## src/hdl/ssg_pkg.sv

```systemverilog
// ----------------------------------------------------------------------------
// Scaled sine generator package
// Shared constants, register codes and the CORDIC arctangent table.
// ----------------------------------------------------------------------------
package ssg_pkg;

    localparam int CFG_INDEX_BITS = 3;
    localparam int CFG_DATA_BITS  = 16;

    typedef enum logic [CFG_INDEX_BITS-1:0] {
        CFG_CYCLES    = 3'd0,
        CFG_AMPLITUDE = 3'd1,
        CFG_PHASE     = 3'd2,
        CFG_WINDOW    = 3'd3,
        CFG_OFFSET    = 3'd4
    } cfg_reg_t;

    localparam int INDEX_BITS     = 16;
    localparam int AMP_BITS       = 15;
    localparam int PHASE_BITS     = 8;
    localparam int ANGLE_BITS     = 24;
    localparam int PRODUCT_BITS   = 2 * INDEX_BITS;
    localparam int SINE_BITS      = 16;

    localparam int DIV_BITS_PER_ROUND = 2;
    localparam int DIV_ROUNDS     = (PRODUCT_BITS + ANGLE_BITS) / DIV_BITS_PER_ROUND;
    localparam int DIV_COUNT_BITS = $clog2(DIV_ROUNDS);

    localparam logic signed [30:0] TURN_INV_Q32 = 31'sd683565276;

    localparam int CORDIC_BITS = 34;
    localparam logic signed [CORDIC_BITS-1:0] CORDIC_X0 = 34'sd652032874;
    localparam logic signed [CORDIC_BITS-1:0] CORDIC_ROUND = 34'sd16384;
    localparam int CORDIC_FRAC_SHIFT = 15;
    localparam logic signed [CORDIC_BITS-1:0] SINE_MAX = 34'sd32767;
    localparam logic signed [CORDIC_BITS-1:0] SINE_MIN = -34'sd32767;

    localparam logic [ANGLE_BITS-1:0] QUARTER_TURN = 24'h400000;
    localparam logic [ANGLE_BITS-1:0] HALF_TURN    = 24'h800000;
    localparam logic [ANGLE_BITS-1:0] THREE_QUARTER_TURN = 24'hC00000;

    localparam int ATAN_COUNT = 24;
    localparam int ATAN_BITS  = 30;
    localparam int ATAN_INDEX_BITS = $clog2(ATAN_COUNT);

    localparam logic [ATAN_BITS-1:0] ATAN_TURN_Q32 [ATAN_COUNT] = '{
        30'd536870912, 30'd316933406, 30'd167458907, 30'd85004756,
        30'd42667331,  30'd21354465,  30'd10679838,  30'd5340245,
        30'd2670163,   30'd1335087,   30'd667544,    30'd333772,
        30'd166886,    30'd83443,     30'd41722,     30'd20861,
        30'd10430,     30'd5215,      30'd2608,      30'd1304,
        30'd652,       30'd326,       30'd163,       30'd81
    };

endpackage

```

## src/hdl/scaled_sine_sample_generator_unit.sv

```systemverilog
// ----------------------------------------------------------------------------
// Scaled sine sample generator
// Each input transaction yields one sine sample scaled by amplitude, shifted
// by dc_offset and saturated; the last sample of each window carries tlast.
// ----------------------------------------------------------------------------
// The input is ready again in the cycle in which the result is registered, so
// a new input transaction is taken only once the previous sample is through.
// A sample passes the multiply state, the radix-4 ramp divider (56-bit
// dividend) and the CORDIC, which performs one micro-rotation per cycle,
// before the scaled and offset sum is registered. A finished sample
// waits in the output register while the next input transaction is taken;
// a stalled sink holds the block only once the following sample is ready
// too. Configuration writes take effect at once and belong in idle periods.
module scaled_sine_sample_generator_unit
    import ssg_pkg::*;
#(
    parameter int SAMPLE_BITS  = 16,
    parameter int CORDIC_STEPS = 16
)
(
    input  logic                               clk,
    input  logic                               rst_n,
    input  logic                               cfg_we,
    input  logic [CFG_INDEX_BITS-1:0]          cfg_index,
    input  logic [CFG_DATA_BITS-1:0]           cfg_data,
    input  logic                               s_tvalid,
    output logic                               s_tready,
    input  logic [7:0]                         s_tdata,  // [0] restart
    output logic                               m_tvalid,
    input  logic                               m_tready,
    output logic [((SAMPLE_BITS+7)/8)*8-1:0]   m_tdata,  // [SAMPLE_BITS-1:0] sample
    output logic                               m_tlast   // last_of_window
);

    localparam int DATA_BITS = ((SAMPLE_BITS + 7) / 8) * 8;
    localparam int SUM_BITS  = 18;
    localparam int CMP_BITS  = (SAMPLE_BITS + 1 > SUM_BITS) ? SAMPLE_BITS + 1 : SUM_BITS;
    localparam int SCALE_BITS = 2 * SINE_BITS;

    typedef enum logic [2:0] {
        ST_IDLE,
        ST_MUL,
        ST_DIV,
        ST_ROT,
        ST_SUM
    } state_t;

    state_t                          state_reg;
    logic [INDEX_BITS-1:0]           cycles_reg;
    logic [AMP_BITS-1:0]             amplitude_reg;
    logic signed [PHASE_BITS-1:0]    phase_reg;
    logic [INDEX_BITS-1:0]           window_reg;
    logic [INDEX_BITS-1:0]           offset_reg;
    logic [INDEX_BITS-1:0]           sample_index_reg;
    logic [INDEX_BITS-1:0]           idx_reg;
    logic                            last_reg;
    logic [ANGLE_BITS-1:0]           phase_turn_reg;
    logic signed [SCALE_BITS-1:0]    scale_reg;
    logic                            m_valid_reg;
    logic [SAMPLE_BITS-1:0]          m_sample_reg;
    logic                            m_last_reg;

    logic [INDEX_BITS-1:0]           n_eff;
    logic [INDEX_BITS-1:0]           idx_eff;
    logic                            idx_last;
    logic                            in_take;
    logic [PRODUCT_BITS-1:0]         ramp_product;
    logic signed [38:0]              phase_product;
    logic                            div_start;
    logic                            div_done;
    logic [ANGLE_BITS-1:0]           div_quotient;
    logic                            rot_start;
    logic [ANGLE_BITS-1:0]           rot_angle;
    logic                            rot_done;
    logic signed [SINE_BITS-1:0]     rot_sine;
    logic signed [SINE_BITS:0]       scaled;
    logic signed [SUM_BITS-1:0]      value;
    logic signed [CMP_BITS-1:0]      value_wide;
    logic signed [CMP_BITS-1:0]      value_max;
    logic [SAMPLE_BITS-1:0]          sample_sat;
    logic                            out_free;

    always_comb
    begin
        n_eff    = (window_reg == '0) ? INDEX_BITS'(1) : window_reg;
        idx_eff  = (s_tdata[0] || (sample_index_reg >= n_eff)) ? '0 : sample_index_reg;
        idx_last = (idx_eff == n_eff - 1'b1);
        in_take  = s_tvalid && s_tready;

        ramp_product  = idx_reg * cycles_reg;
        phase_product = phase_reg * TURN_INV_Q32;
        div_start     = (state_reg == ST_MUL);
        rot_start     = (state_reg == ST_DIV) && div_done;
        rot_angle     = div_quotient + phase_turn_reg;

        scaled     = (SINE_BITS+1)'(scale_reg >>> CORDIC_FRAC_SHIFT);
        value      = SUM_BITS'(scaled) + $signed({2'b00, offset_reg});
        value_wide = CMP_BITS'(value);
        value_max  = $signed({{(CMP_BITS-SAMPLE_BITS){1'b0}}, {SAMPLE_BITS{1'b1}}});
        priority if (value_wide < 0)
        begin
            sample_sat = '0;
        end
        else if (value_wide > value_max)
        begin
            sample_sat = '1;
        end
        else
        begin
            sample_sat = value_wide[SAMPLE_BITS-1:0];
        end
        out_free = !m_valid_reg || m_tready;
    end

    always_ff @(posedge clk or negedge rst_n)
    begin
        if (!rst_n)
        begin
            cycles_reg    <= INDEX_BITS'(1);
            amplitude_reg <= '0;
            phase_reg     <= '0;
            window_reg    <= INDEX_BITS'(64);
            offset_reg    <= '0;
        end
        else if (cfg_we)
        begin
            unique case (cfg_index)
                CFG_CYCLES:    cycles_reg    <= cfg_data;
                CFG_AMPLITUDE: amplitude_reg <= cfg_data[AMP_BITS-1:0];
                CFG_PHASE:     phase_reg     <= $signed(cfg_data[PHASE_BITS-1:0]);
                CFG_WINDOW:    window_reg    <= cfg_data;
                CFG_OFFSET:    offset_reg    <= cfg_data;
                default:       ;
            endcase
        end
    end

    always_ff @(posedge clk or negedge rst_n)
    begin
        if (!rst_n)
        begin
            state_reg        <= ST_IDLE;
            sample_index_reg <= '0;
            idx_reg          <= '0;
            last_reg         <= 1'b0;
            phase_turn_reg   <= '0;
            scale_reg        <= '0;
            m_valid_reg      <= 1'b0;
            m_sample_reg     <= '0;
            m_last_reg       <= 1'b0;
        end
        else
        begin
            if (m_valid_reg && m_tready && !((state_reg == ST_SUM) && out_free))
            begin
                m_valid_reg <= 1'b0;
            end
            unique case (state_reg)
                ST_IDLE:
                begin
                    if (in_take)
                    begin
                        idx_reg          <= idx_eff;
                        last_reg         <= idx_last;
                        sample_index_reg <= idx_last ? '0 : idx_eff + 1'b1;
                        state_reg        <= ST_MUL;
                    end
                end
                ST_MUL:
                begin
                    phase_turn_reg <= phase_product[31:8];
                    state_reg      <= ST_DIV;
                end
                ST_DIV:
                begin
                    if (div_done)
                    begin
                        state_reg <= ST_ROT;
                    end
                end
                ST_ROT:
                begin
                    if (rot_done)
                    begin
                        scale_reg <= $signed({1'b0, amplitude_reg}) * rot_sine;
                        state_reg <= ST_SUM;
                    end
                end
                ST_SUM:
                begin
                    if (out_free)
                    begin
                        m_sample_reg <= sample_sat;
                        m_last_reg   <= last_reg;
                        m_valid_reg  <= 1'b1;
                        state_reg    <= ST_IDLE;
                    end
                end
                default:
                begin
                    state_reg <= ST_IDLE;
                end
            endcase
        end
    end

    ssg_div u_div (
        .clk      (clk),
        .rst_n    (rst_n),
        .start    (div_start),
        .dividend (ramp_product),
        .divisor  (n_eff),
        .done     (div_done),
        .quotient (div_quotient)
    );

    ssg_cordic #(
        .CORDIC_STEPS (CORDIC_STEPS)
    ) u_cordic (
        .clk   (clk),
        .rst_n (rst_n),
        .start (rot_start),
        .angle (rot_angle),
        .done  (rot_done),
        .sine  (rot_sine)
    );

    assign s_tready = (state_reg == ST_IDLE);
    assign m_tvalid = m_valid_reg;
    assign m_tdata  = DATA_BITS'(m_sample_reg);
    assign m_tlast  = m_last_reg;

    a_one_at_a_time: assert property (@(posedge clk) disable iff (!rst_n)
        in_take |=> !s_tready)
        else $error("input taken while a sample is in progress");

    a_index_in_window: assert property (@(posedge clk) disable iff (!rst_n)
        in_take |=> (sample_index_reg < $past(n_eff)))
        else $error("sample index left the window");

    a_result_loaded: assert property (@(posedge clk) disable iff (!rst_n)
        ((state_reg == ST_SUM) && out_free) |=> (m_valid_reg && s_tready))
        else $error("finished sample not presented");

endmodule

```

## src/hdl/ssg_div.sv

```systemverilog
// ----------------------------------------------------------------------------
// Ramp angle divider
// Radix-4 restoring division of (product * 2^24) by the window length,
// two quotient bits per cycle; keeps the low 24 quotient bits (the angle).
// ----------------------------------------------------------------------------
module ssg_div
    import ssg_pkg::*;
(
    input  logic                    clk,
    input  logic                    rst_n,
    input  logic                    start,
    input  logic [PRODUCT_BITS-1:0] dividend,
    input  logic [INDEX_BITS-1:0]   divisor,
    output logic                    done,
    output logic [ANGLE_BITS-1:0]   quotient
);

    logic                      busy_reg;
    logic                      done_reg;
    logic [DIV_COUNT_BITS-1:0] count_reg;
    logic [PRODUCT_BITS-1:0]   dvd_reg;
    logic [INDEX_BITS-1:0]     dsr_reg;
    logic [INDEX_BITS-1:0]     rem_reg;
    logic [ANGLE_BITS-1:0]     quo_reg;

    logic [INDEX_BITS:0]       trial_hi;
    logic [INDEX_BITS:0]       trial_lo;
    logic [INDEX_BITS-1:0]     rem_mid;
    logic [INDEX_BITS-1:0]     rem_next;
    logic                      qbit_hi;
    logic                      qbit_lo;

    always_comb
    begin
        trial_hi = {rem_reg, dvd_reg[PRODUCT_BITS-1]};
        qbit_hi  = (trial_hi >= {1'b0, dsr_reg});
        if (qbit_hi)
        begin
            trial_hi = trial_hi - {1'b0, dsr_reg};
        end
        rem_mid  = trial_hi[INDEX_BITS-1:0];
        trial_lo = {rem_mid, dvd_reg[PRODUCT_BITS-2]};
        qbit_lo  = (trial_lo >= {1'b0, dsr_reg});
        if (qbit_lo)
        begin
            trial_lo = trial_lo - {1'b0, dsr_reg};
        end
        rem_next = trial_lo[INDEX_BITS-1:0];
    end

    always_ff @(posedge clk or negedge rst_n)
    begin
        if (!rst_n)
        begin
            busy_reg  <= 1'b0;
            done_reg  <= 1'b0;
            count_reg <= '0;
            dvd_reg   <= '0;
            dsr_reg   <= '0;
            rem_reg   <= '0;
            quo_reg   <= '0;
        end
        else
        begin
            done_reg <= !start && busy_reg
                        && (count_reg == DIV_COUNT_BITS'(DIV_ROUNDS - 1));
            if (start)
            begin
                busy_reg  <= 1'b1;
                count_reg <= '0;
                dvd_reg   <= dividend;
                dsr_reg   <= divisor;
                rem_reg   <= '0;
                quo_reg   <= '0;
            end
            else if (busy_reg)
            begin
                dvd_reg   <= {dvd_reg[PRODUCT_BITS-3:0], 2'b00};
                rem_reg   <= rem_next;
                quo_reg   <= {quo_reg[ANGLE_BITS-3:0], qbit_hi, qbit_lo};
                count_reg <= count_reg + 1'b1;
                if (count_reg == DIV_COUNT_BITS'(DIV_ROUNDS - 1))
                begin
                    busy_reg <= 1'b0;
                end
            end
        end
    end

    assign done     = done_reg;
    assign quotient = quo_reg;

    a_count_range: assert property (@(posedge clk) disable iff (!rst_n)
        busy_reg |-> (count_reg <= DIV_COUNT_BITS'(DIV_ROUNDS - 1)))
        else $error("divider round count out of range");

    a_done_after_busy: assert property (@(posedge clk) disable iff (!rst_n)
        done_reg |-> ($past(busy_reg) && !busy_reg))
        else $error("divider done without a finished division");

endmodule

```

## src/hdl/ssg_cordic.sv

```systemverilog
// ----------------------------------------------------------------------------
// Iterative sine CORDIC
// Rotation-mode CORDIC, one micro-rotation per cycle, with half-turn
// folding and Q1.15 rounding of the sine.
// ----------------------------------------------------------------------------
module ssg_cordic
    import ssg_pkg::*;
#(
    parameter int CORDIC_STEPS = 16
)
(
    input  logic                        clk,
    input  logic                        rst_n,
    input  logic                        start,
    input  logic [ANGLE_BITS-1:0]       angle,
    output logic                        done,
    output logic signed [SINE_BITS-1:0] sine
);

    localparam int STEP_BITS = $clog2(CORDIC_STEPS);

    logic                          busy_reg;
    logic                          fin_reg;
    logic                          done_reg;
    logic                          neg_reg;
    logic [STEP_BITS-1:0]          step_reg;
    logic signed [CORDIC_BITS-1:0] x_reg;
    logic signed [CORDIC_BITS-1:0] y_reg;
    logic signed [CORDIC_BITS-1:0] z_reg;
    logic signed [SINE_BITS-1:0]   sine_reg;

    logic                          fold;
    logic [ANGLE_BITS-1:0]         turn;
    logic signed [CORDIC_BITS-1:0] z_init;
    logic signed [CORDIC_BITS-1:0] dx;
    logic signed [CORDIC_BITS-1:0] dy;
    logic signed [CORDIC_BITS-1:0] atan;
    logic signed [CORDIC_BITS-1:0] rounded;
    logic signed [CORDIC_BITS-1:0] clamped;
    logic signed [SINE_BITS-1:0]   sine_mag;

    always_comb
    begin
        fold   = (angle >= QUARTER_TURN) && (angle < THREE_QUARTER_TURN);
        turn   = fold ? (angle - HALF_TURN) : angle;
        z_init = CORDIC_BITS'($signed({turn, 8'h00}));
        dx     = y_reg >>> step_reg;
        dy     = x_reg >>> step_reg;
        atan   = $signed({{(CORDIC_BITS-ATAN_BITS){1'b0}},
                          ATAN_TURN_Q32[ATAN_INDEX_BITS'(step_reg)]});
        rounded = (y_reg + CORDIC_ROUND) >>> CORDIC_FRAC_SHIFT;
        priority if (rounded > SINE_MAX)
        begin
            clamped = SINE_MAX;
        end
        else if (rounded < SINE_MIN)
        begin
            clamped = SINE_MIN;
        end
        else
        begin
            clamped = rounded;
        end
        sine_mag = clamped[SINE_BITS-1:0];
    end

    always_ff @(posedge clk or negedge rst_n)
    begin
        if (!rst_n)
        begin
            busy_reg <= 1'b0;
            fin_reg  <= 1'b0;
            done_reg <= 1'b0;
            neg_reg  <= 1'b0;
            step_reg <= '0;
            x_reg    <= '0;
            y_reg    <= '0;
            z_reg    <= '0;
            sine_reg <= '0;
        end
        else
        begin
            fin_reg  <= !start && busy_reg
                        && (step_reg == STEP_BITS'(CORDIC_STEPS - 1));
            done_reg <= fin_reg;
            if (start)
            begin
                busy_reg <= 1'b1;
                neg_reg  <= fold;
                step_reg <= '0;
                x_reg    <= CORDIC_X0;
                y_reg    <= '0;
                z_reg    <= z_init;
            end
            else if (busy_reg)
            begin
                if (z_reg >= 0)
                begin
                    x_reg <= x_reg - dx;
                    y_reg <= y_reg + dy;
                    z_reg <= z_reg - atan;
                end
                else
                begin
                    x_reg <= x_reg + dx;
                    y_reg <= y_reg - dy;
                    z_reg <= z_reg + atan;
                end
                step_reg <= step_reg + 1'b1;
                if (step_reg == STEP_BITS'(CORDIC_STEPS - 1))
                begin
                    busy_reg <= 1'b0;
                end
            end
            if (fin_reg)
            begin
                sine_reg <= neg_reg ? -sine_mag : sine_mag;
            end
        end
    end

    assign done = done_reg;
    assign sine = sine_reg;

    a_sine_clamped: assert property (@(posedge clk) disable iff (!rst_n)
        done_reg |-> (sine_reg != {1'b1, {(SINE_BITS-1){1'b0}}}))
        else $error("sine left the symmetric Q1.15 range");

endmodule

```

## config.mk

```make
export PLATFORM = sky130hd
export DESIGN_NAME = scaled_sine_sample_generator_unit
export DESIGN_NICKNAME = d
export VERILOG_FILES = /design/src/hdl/ssg_pkg.sv /design/src/hdl/scaled_sine_sample_generator_unit.sv /design/src/hdl/ssg_div.sv /design/src/hdl/ssg_cordic.sv
export SDC_FILE = /design/constraint.sdc
export NUM_CORES = 2
export LEC_CHECK = 0
export ABC_AREA = 1
export ABC_CLOCK_PERIOD_IN_PS = 8600
export BUFFER_PORTS_ARGS = -buffer_cell sky130_fd_sc_hd__buf_4
export CORE_ASPECT_RATIO = 0.7
export CORE_MARGIN = 2
export CORE_UTILIZATION = 50
export DETAILED_ROUTE_END_ITERATION = 7
export PLACE_DENSITY = 0.73
export SLEW_MARGIN = 20
export SYNTH_ARGS = -nofsm -noshare
export SYNTH_HDL_FRONTEND = slang
export SYNTH_SLANG_ARGS = --single-unit
```

## constraint.sdc

```tcl
create_clock -name clk -period 8.6 [get_ports clk]
set_clock_uncertainty 0.05 [all_clocks]
set_input_delay 1.29 -clock clk [delete_from_list [all_inputs] [get_ports clk]]
set_output_delay 1.29 -clock clk [all_outputs]
set_load 0.01 [all_outputs]
```

# Yosys cells after proc, flatten, opt, wreduce, memory -nomap -nowiden
# Memories as Yosys holds them, arrays and structs flattened.
# Cells that the tools add are included.
classes:
  shift: 2
  n_bitwise: 1
  mul: 3
  order_cmp: 11
  muxes: 46
  n_addsub: 17
  n_eq_ne: 15
  reduce_logical: 30
op_table:
  columns: ["cell", "count"]
  rows:
  - ["$mux 34", 9]
  - ["$mux 16", 12]
  - ["$mux 24", 3]
  - ["$add 34x34->34", 2]
  - ["$sshr 34x4->34", 2]
  - ["$sub 34x34->34", 2]
  - ["$mul 16x16->32", 2]
  - ["$mux 32", 2]
  - ["$mux 30", 2]
  - ["$add 34x16->34 const B", 1]
  - ["$add 34x31->34", 1]
  - ["$ge 17x16->1", 2]
  - ["$ge 34x1->1 const B", 1]
  - ["$sub 34x31->34", 1]
  - ["$sub 16x16->16", 2]
  - ["$mul 8x29->30 const B", 1]
  - ["$add 24x24->24", 1]
  - ["$ge 24x23->1 const B", 1]
  - ["$lt 24x24->1 const B", 1]
  - ["$sub 24x24->24 const B", 1]
  - ["$gt 19x16->1 const B", 1]
  - ["$lt 19x16->1 const B", 1]
  - ["$add 17x17->18", 1]
  - ["$gt 18x17->1 const B", 1]
  - ["30 further kinds", 72]
totals:
  input_bits: 32
  n_memories: 1
  ff_bits: 402
  mem_bits_ro: 960
  word_cells: 156
  output_inout_bits: 19
memory_table:
  columns: ["memory", "words", "word_bits", "rd", "rd_clocked_by_memory_dff", "write_ports", "line", "source"]
  rows:
  - ["(no name shown)", 32, 30, 1, 0, 0, "ssg_cordic.sv:50", "ATAN_TURN_Q32[ATAN_INDEX_BITS'(step_reg)]});"]

# Depth between registers and ports, before layout
logic_depth:
  word_depth: 8
  mapped_depth: 36
  ltp_nobuf: 35

# Modules after synthesis
# A second synthesis with hierarchy kept.
hier_totals:
  hier_cells: 7680
  area_unflattened_um2: 53346.2
by_module_without_submodules:
  columns: ["module", "cells_each", "area_each_um2", "seq_area_each_um2", "instances"]
  rows:
  - ["scaled_sine_sample_generator_unit", 4030, 30335.3, 4156.5, 1]
  - ["ssg_cordic", 2827, 16956.3, 3153.0, 1]
  - ["ssg_div", 823, 6054.6, 2377.3, 1]

# Worst setup path after synthesis
# No wires, ideal clock.
synth_path:
  path_kind: "register to register"
  startpoint: "register idx_reg[0]"
  endpoint: "register u_div.dvd_reg[27]"
  period_less_slack_ns: 5.919
  arrival_ns: 5.739
  path_slack_ns: 2.681
  required_ns: 8.420
  path_stages_with_launch: 26
  setup_time_ns: 0.130
  path_buffers: 2
  cell_sequence: "dfrtp_1 > clkbuf_1 > clkbuf_1 > nand2_1 > fa_1 > fa_1 > inv_1 > fa_1 > fa_1 > fa_1 > inv_1 > fa_1 > inv_1 > ha_1 > nand2_1 > nor2_1 > nand4_1 > nor2_1 > nor2_1 > o21ai_0 > a21o_1 > nand3_1 > nand2_1 > nand2_1 > nand2_1 > o211ai_1"
synth_via:
  elab_chain_len: 2
synth_rtl:
  columns: ["item", "line", "source"]
  rows:
  - ["from (decl)", "scaled_sine_sample_generator_unit.sv:55", "logic [INDEX_BITS-1:0] idx_reg;"]
  - ["from (signal assigned)", "scaled_sine_sample_generator_unit.sv:163", "idx_reg <= idx_eff;"]
  - ["$mul 16x16->32", "scaled_sine_sample_generator_unit.sv:90", "ramp_product = idx_reg * cycles_reg;"]
  - ["$mux 32", "ssg_div.sv:67", "if (start)"]
  - ["to (signal assigned)", "ssg_div.sv:71", "dvd_reg <= dividend;"]
  - ["to (signal assigned)", "ssg_div.sv:78", "dvd_reg <= {dvd_reg[PRODUCT_BITS-3:0], 2'b00};"]
  - ["to (decl)", "ssg_div.sv:21", "logic [PRODUCT_BITS-1:0] dvd_reg;"]
# Every way passes these cells.
# A chain may end at the register's enable or synchronous reset.

# Final worst setup path
layout_path:
  startpoint: "register cycles_reg[12]"
  endpoint: "register u_div.dvd_reg[27]"
layout_via:
  elab_chain_len: 2
layout_rtl:
  columns: ["item", "line", "source"]
  rows:
  - ["from (decl)", "scaled_sine_sample_generator_unit.sv:49", "logic [INDEX_BITS-1:0] cycles_reg;"]
  - ["from (signal assigned)", "scaled_sine_sample_generator_unit.sv:128", "CFG_CYCLES: cycles_reg <= cfg_data;"]
  - ["$mul 16x16->32", "scaled_sine_sample_generator_unit.sv:90", null]
  - ["$mux 32", "ssg_div.sv:67", null]
# Every way passes these cells.

==> impl_metrics.csv <==
group,metric,value,unit
worst_setup_path,crit_required,9030,ps
timing,max_freq,147,MHz
synth,yosysUniqueCellTypes,69,
grt,antenna_found_initial,11,
grt,grt_pass1_vias,43900,
grt,grt_max_degree,161,
clock_tree,ctsHtreeMaxLevel,2,
synth,synth_warnings,0,
synth,yosysSeqAreaShare,0.189,
synth,synth_top_area_cell,"dfrtp_1",
placement,place_worst_setup_slack,1900,ps
synth,synth.most_common_cell,"nand2_1",
clock_tree,clock_latency,610,ps
die,dieArea,105000,sq um
synth,syn_inst,7184,
timing,setup_violations,0,
die,core,102000,sq um
status,outcome,"finished clean",
synth,syn-num-nets,8136,
placement,dp_hpwl,113,mm
power_and_ir_drop,leakage,30.2,nW
synth,ys_top_cells_by_area,"dfrtp_1 (19%), fa_1 (16%), nand2_1 (13%), ha_1 (12%), inv_1 (9.7%)",
timing,hold_viol,0,
placement,numPortBuffers,43,
worst_setup_path,startpoint_type,"flip-flop",
synth,synth.top_cells.by_count,"nand2_1 (1817), inv_1 (1327), ha_1 (502)",
layout,layout-drive-gt1-share,0.0382,
detailed_routing,wl_per_cell,17.2,um
die,rows,98,
clock_tree,cts_setup_buffers,0,
worst_setup_path,path_class,"reg2reg",
layout,nets,7977,
synth,synthArstFlopShare,1.00,
timing,period_minus_slack,6810,ps
detailed_routing,route.vias.total,46200,
synth,yosysTopAreaCellShare,0.188,
die,chipHeight,272,um
timing,worst_slew_pin_slew,1140,ps
worst_setup_path,worstPathMaxFanout,17,
grt,grt-ovfl-total,0,
flow_run,cap_violations,0,
grt,grt_use_total,0.275,
die,die_w,387,um
synth,ys_seq_elements,387,
synth,syn_area,51300,sq um
detailed_routing,drt_iter0_drc,4689,
clock_tree,cts_resized,0,
clock_tree,cts.path.max_buffers,3,
clock_tree,clk_pin_slew_worst_paths,60,ps
timing,finalMaxSlewViolations,0,
synth,synth_edf_count,0,
clock_tree,cts-root-buf,"clkbuf_16",
layout,area_growth_syn_to_layout,4.95,%
worst_setup_path,crit_arrival,7240,ps
detailed_routing,vias_per_cell,5.49,
synth,syn_avg_cell_area,7.14,sq um
detailed_routing,drc,0,
synth,ys.flop_type,"dfrtp_1",
layout,antenna_cells,0,
clock_tree,cts_sinks,387,
timing,fin_setup_tns,0,ps
die,floorplan.initialDensity,0.504,
worst_setup_path,end_kind,"flip-flop",
detailed_routing,routed_wl,144,mm
timing,rsz0062_at_grt,"no",
detailed_routing,ant_nets,0,
power_and_ir_drop,ir_drop,0.000709,V
clock_tree,cts_made_buffers,44,
timing,slew_headroom,0.240,
clock_tree,holdBufCountCts,0,
timing,setup_slack,1790,ps
clock_tree,cts_tree,"yes",
placement,gp_congestion,0.988,
detailed_routing,dr.pass1.iters,6,
layout,fillerInstances,9855,
hold_path,hp-class,"reg2reg",
die,boundaryPins,51,
grt,grt_pass1_wl,235,mm
power_and_ir_drop,power_density,336,nW/um^2
timing,period_share,0.792,
==> critical path, stage by stage (launching register included) <==
cell and delay (ps):
dfrtp_1 850, nand2_1 180, fa_1 570, inv_1 50, fa_1 470, fa_1 520
fa_1 520, fa_1 550, inv_1 60, fa_1 580, inv_1 50, ha_1 360
nand2_1 160, nor2_1 280, nand4_1 120, nor2_1 120, nor2_1 80, o21ai_0 490
a21o_1 240, nand3_1 80, nand2_1 80, nand2_1 50, nand2_1 50, o211ai_1 90
==> final timing paths <==
| check | slack (ps) | to | from | depth (start not counted) |
|---|---|---|---|---|
| hold reg to reg | 440 | m_tlast | m_tlast | 2 |
| min in group asynchronous | 660 | phase_turn_reg[0] | rst_n | 1 |
| max in group asynchronous | 6280 | u_cordic.step_reg[0] | rst_n | 2 |
| setup / recovery | 1790 | u_div.dvd_reg[27] | cycles_reg[12] | 23 |
| setup reg to reg | 1790 | u_div.dvd_reg[27] | cycles_reg[12] | 23 |
| hold / removal | 440 | m_tlast | m_tlast | 2 |
==> cell type report <==
cell class	instances	area, sq um	area share
clock buffer	61	1260	0.0233
clock inverter	19	199	0.00369
inverter	1338	5030	0.0933
multi-input combinational	5181	35400	0.658
sequential	387	9700	0.180
tap	1350	1690	0.0314
timing repair buffer	73	568	0.0105
==> per-layer routing <==
layer	routed length [um]	part of all wire	vias to the layer above	GRT usage
met1	70100	0.49	21900	0.430
met5	102	0.00071	-	0
li1	-	-	22400	-
met3	12400	0.086	177	0.0399
met4	2650	0.018	16	0.0524
met2	59100	0.41	1674	0.401
==> power breakdown <==
part	total (mW)	internal, mW	leakage [nW]	switching, mW
clock	1.95	1.12	0.720	0.836
sequential	2.81	2.27	5.16	0.540
combinational	13.3	4.82	24.3	8.53
total	18.1	8.21	30.2	9.90
==> metrics by stage <==
step / area [sq um] / cells / utilization / hold slack (ps) / power (mW)
floorplan: 51300 / 7184 / - / 299 / 12.7
global placement: 52400 / 8329 / 0.514 / 420 / 15.6
detailed placement: 52400 / 8329 / 0.514 / 421 / 15.8
CTS: 53800 / 8409 / 0.528 / 435 / 17.9
global route: 53900 / 8409 / 0.529 / 463 / 19.9
finish: 53900 / 8409 / 0.529 / 442 / 18.1
==> logic make-up after synthesis <==
family / share of synthesized area
simple gates: 0.215
buf+inv: 0.122
compound gates: 0.139
fa+ha+maj: 0.285
flops: 0.189
xor+xnor: 0.0481
mux: 0.00227
==> cell usage in the layout, fill, tap and decap left out, types with 50 or more instances in the layout <==
master    instances
nor3_1           62
xnor2_1         114
buf_4            71
o211ai_1         52
o22ai_1          80
nor2_1          420
ha_1            502
a31oi_1          52
o21ai_0         448
xor2_1          168
a21oi_1         366
nand3_1         228
fa_1            418
o21ai_1         107
nand2_1        1813
dfrtp_1         380
nand4_1          50
inv_1          1326
(Power assumes the default switching activity.)
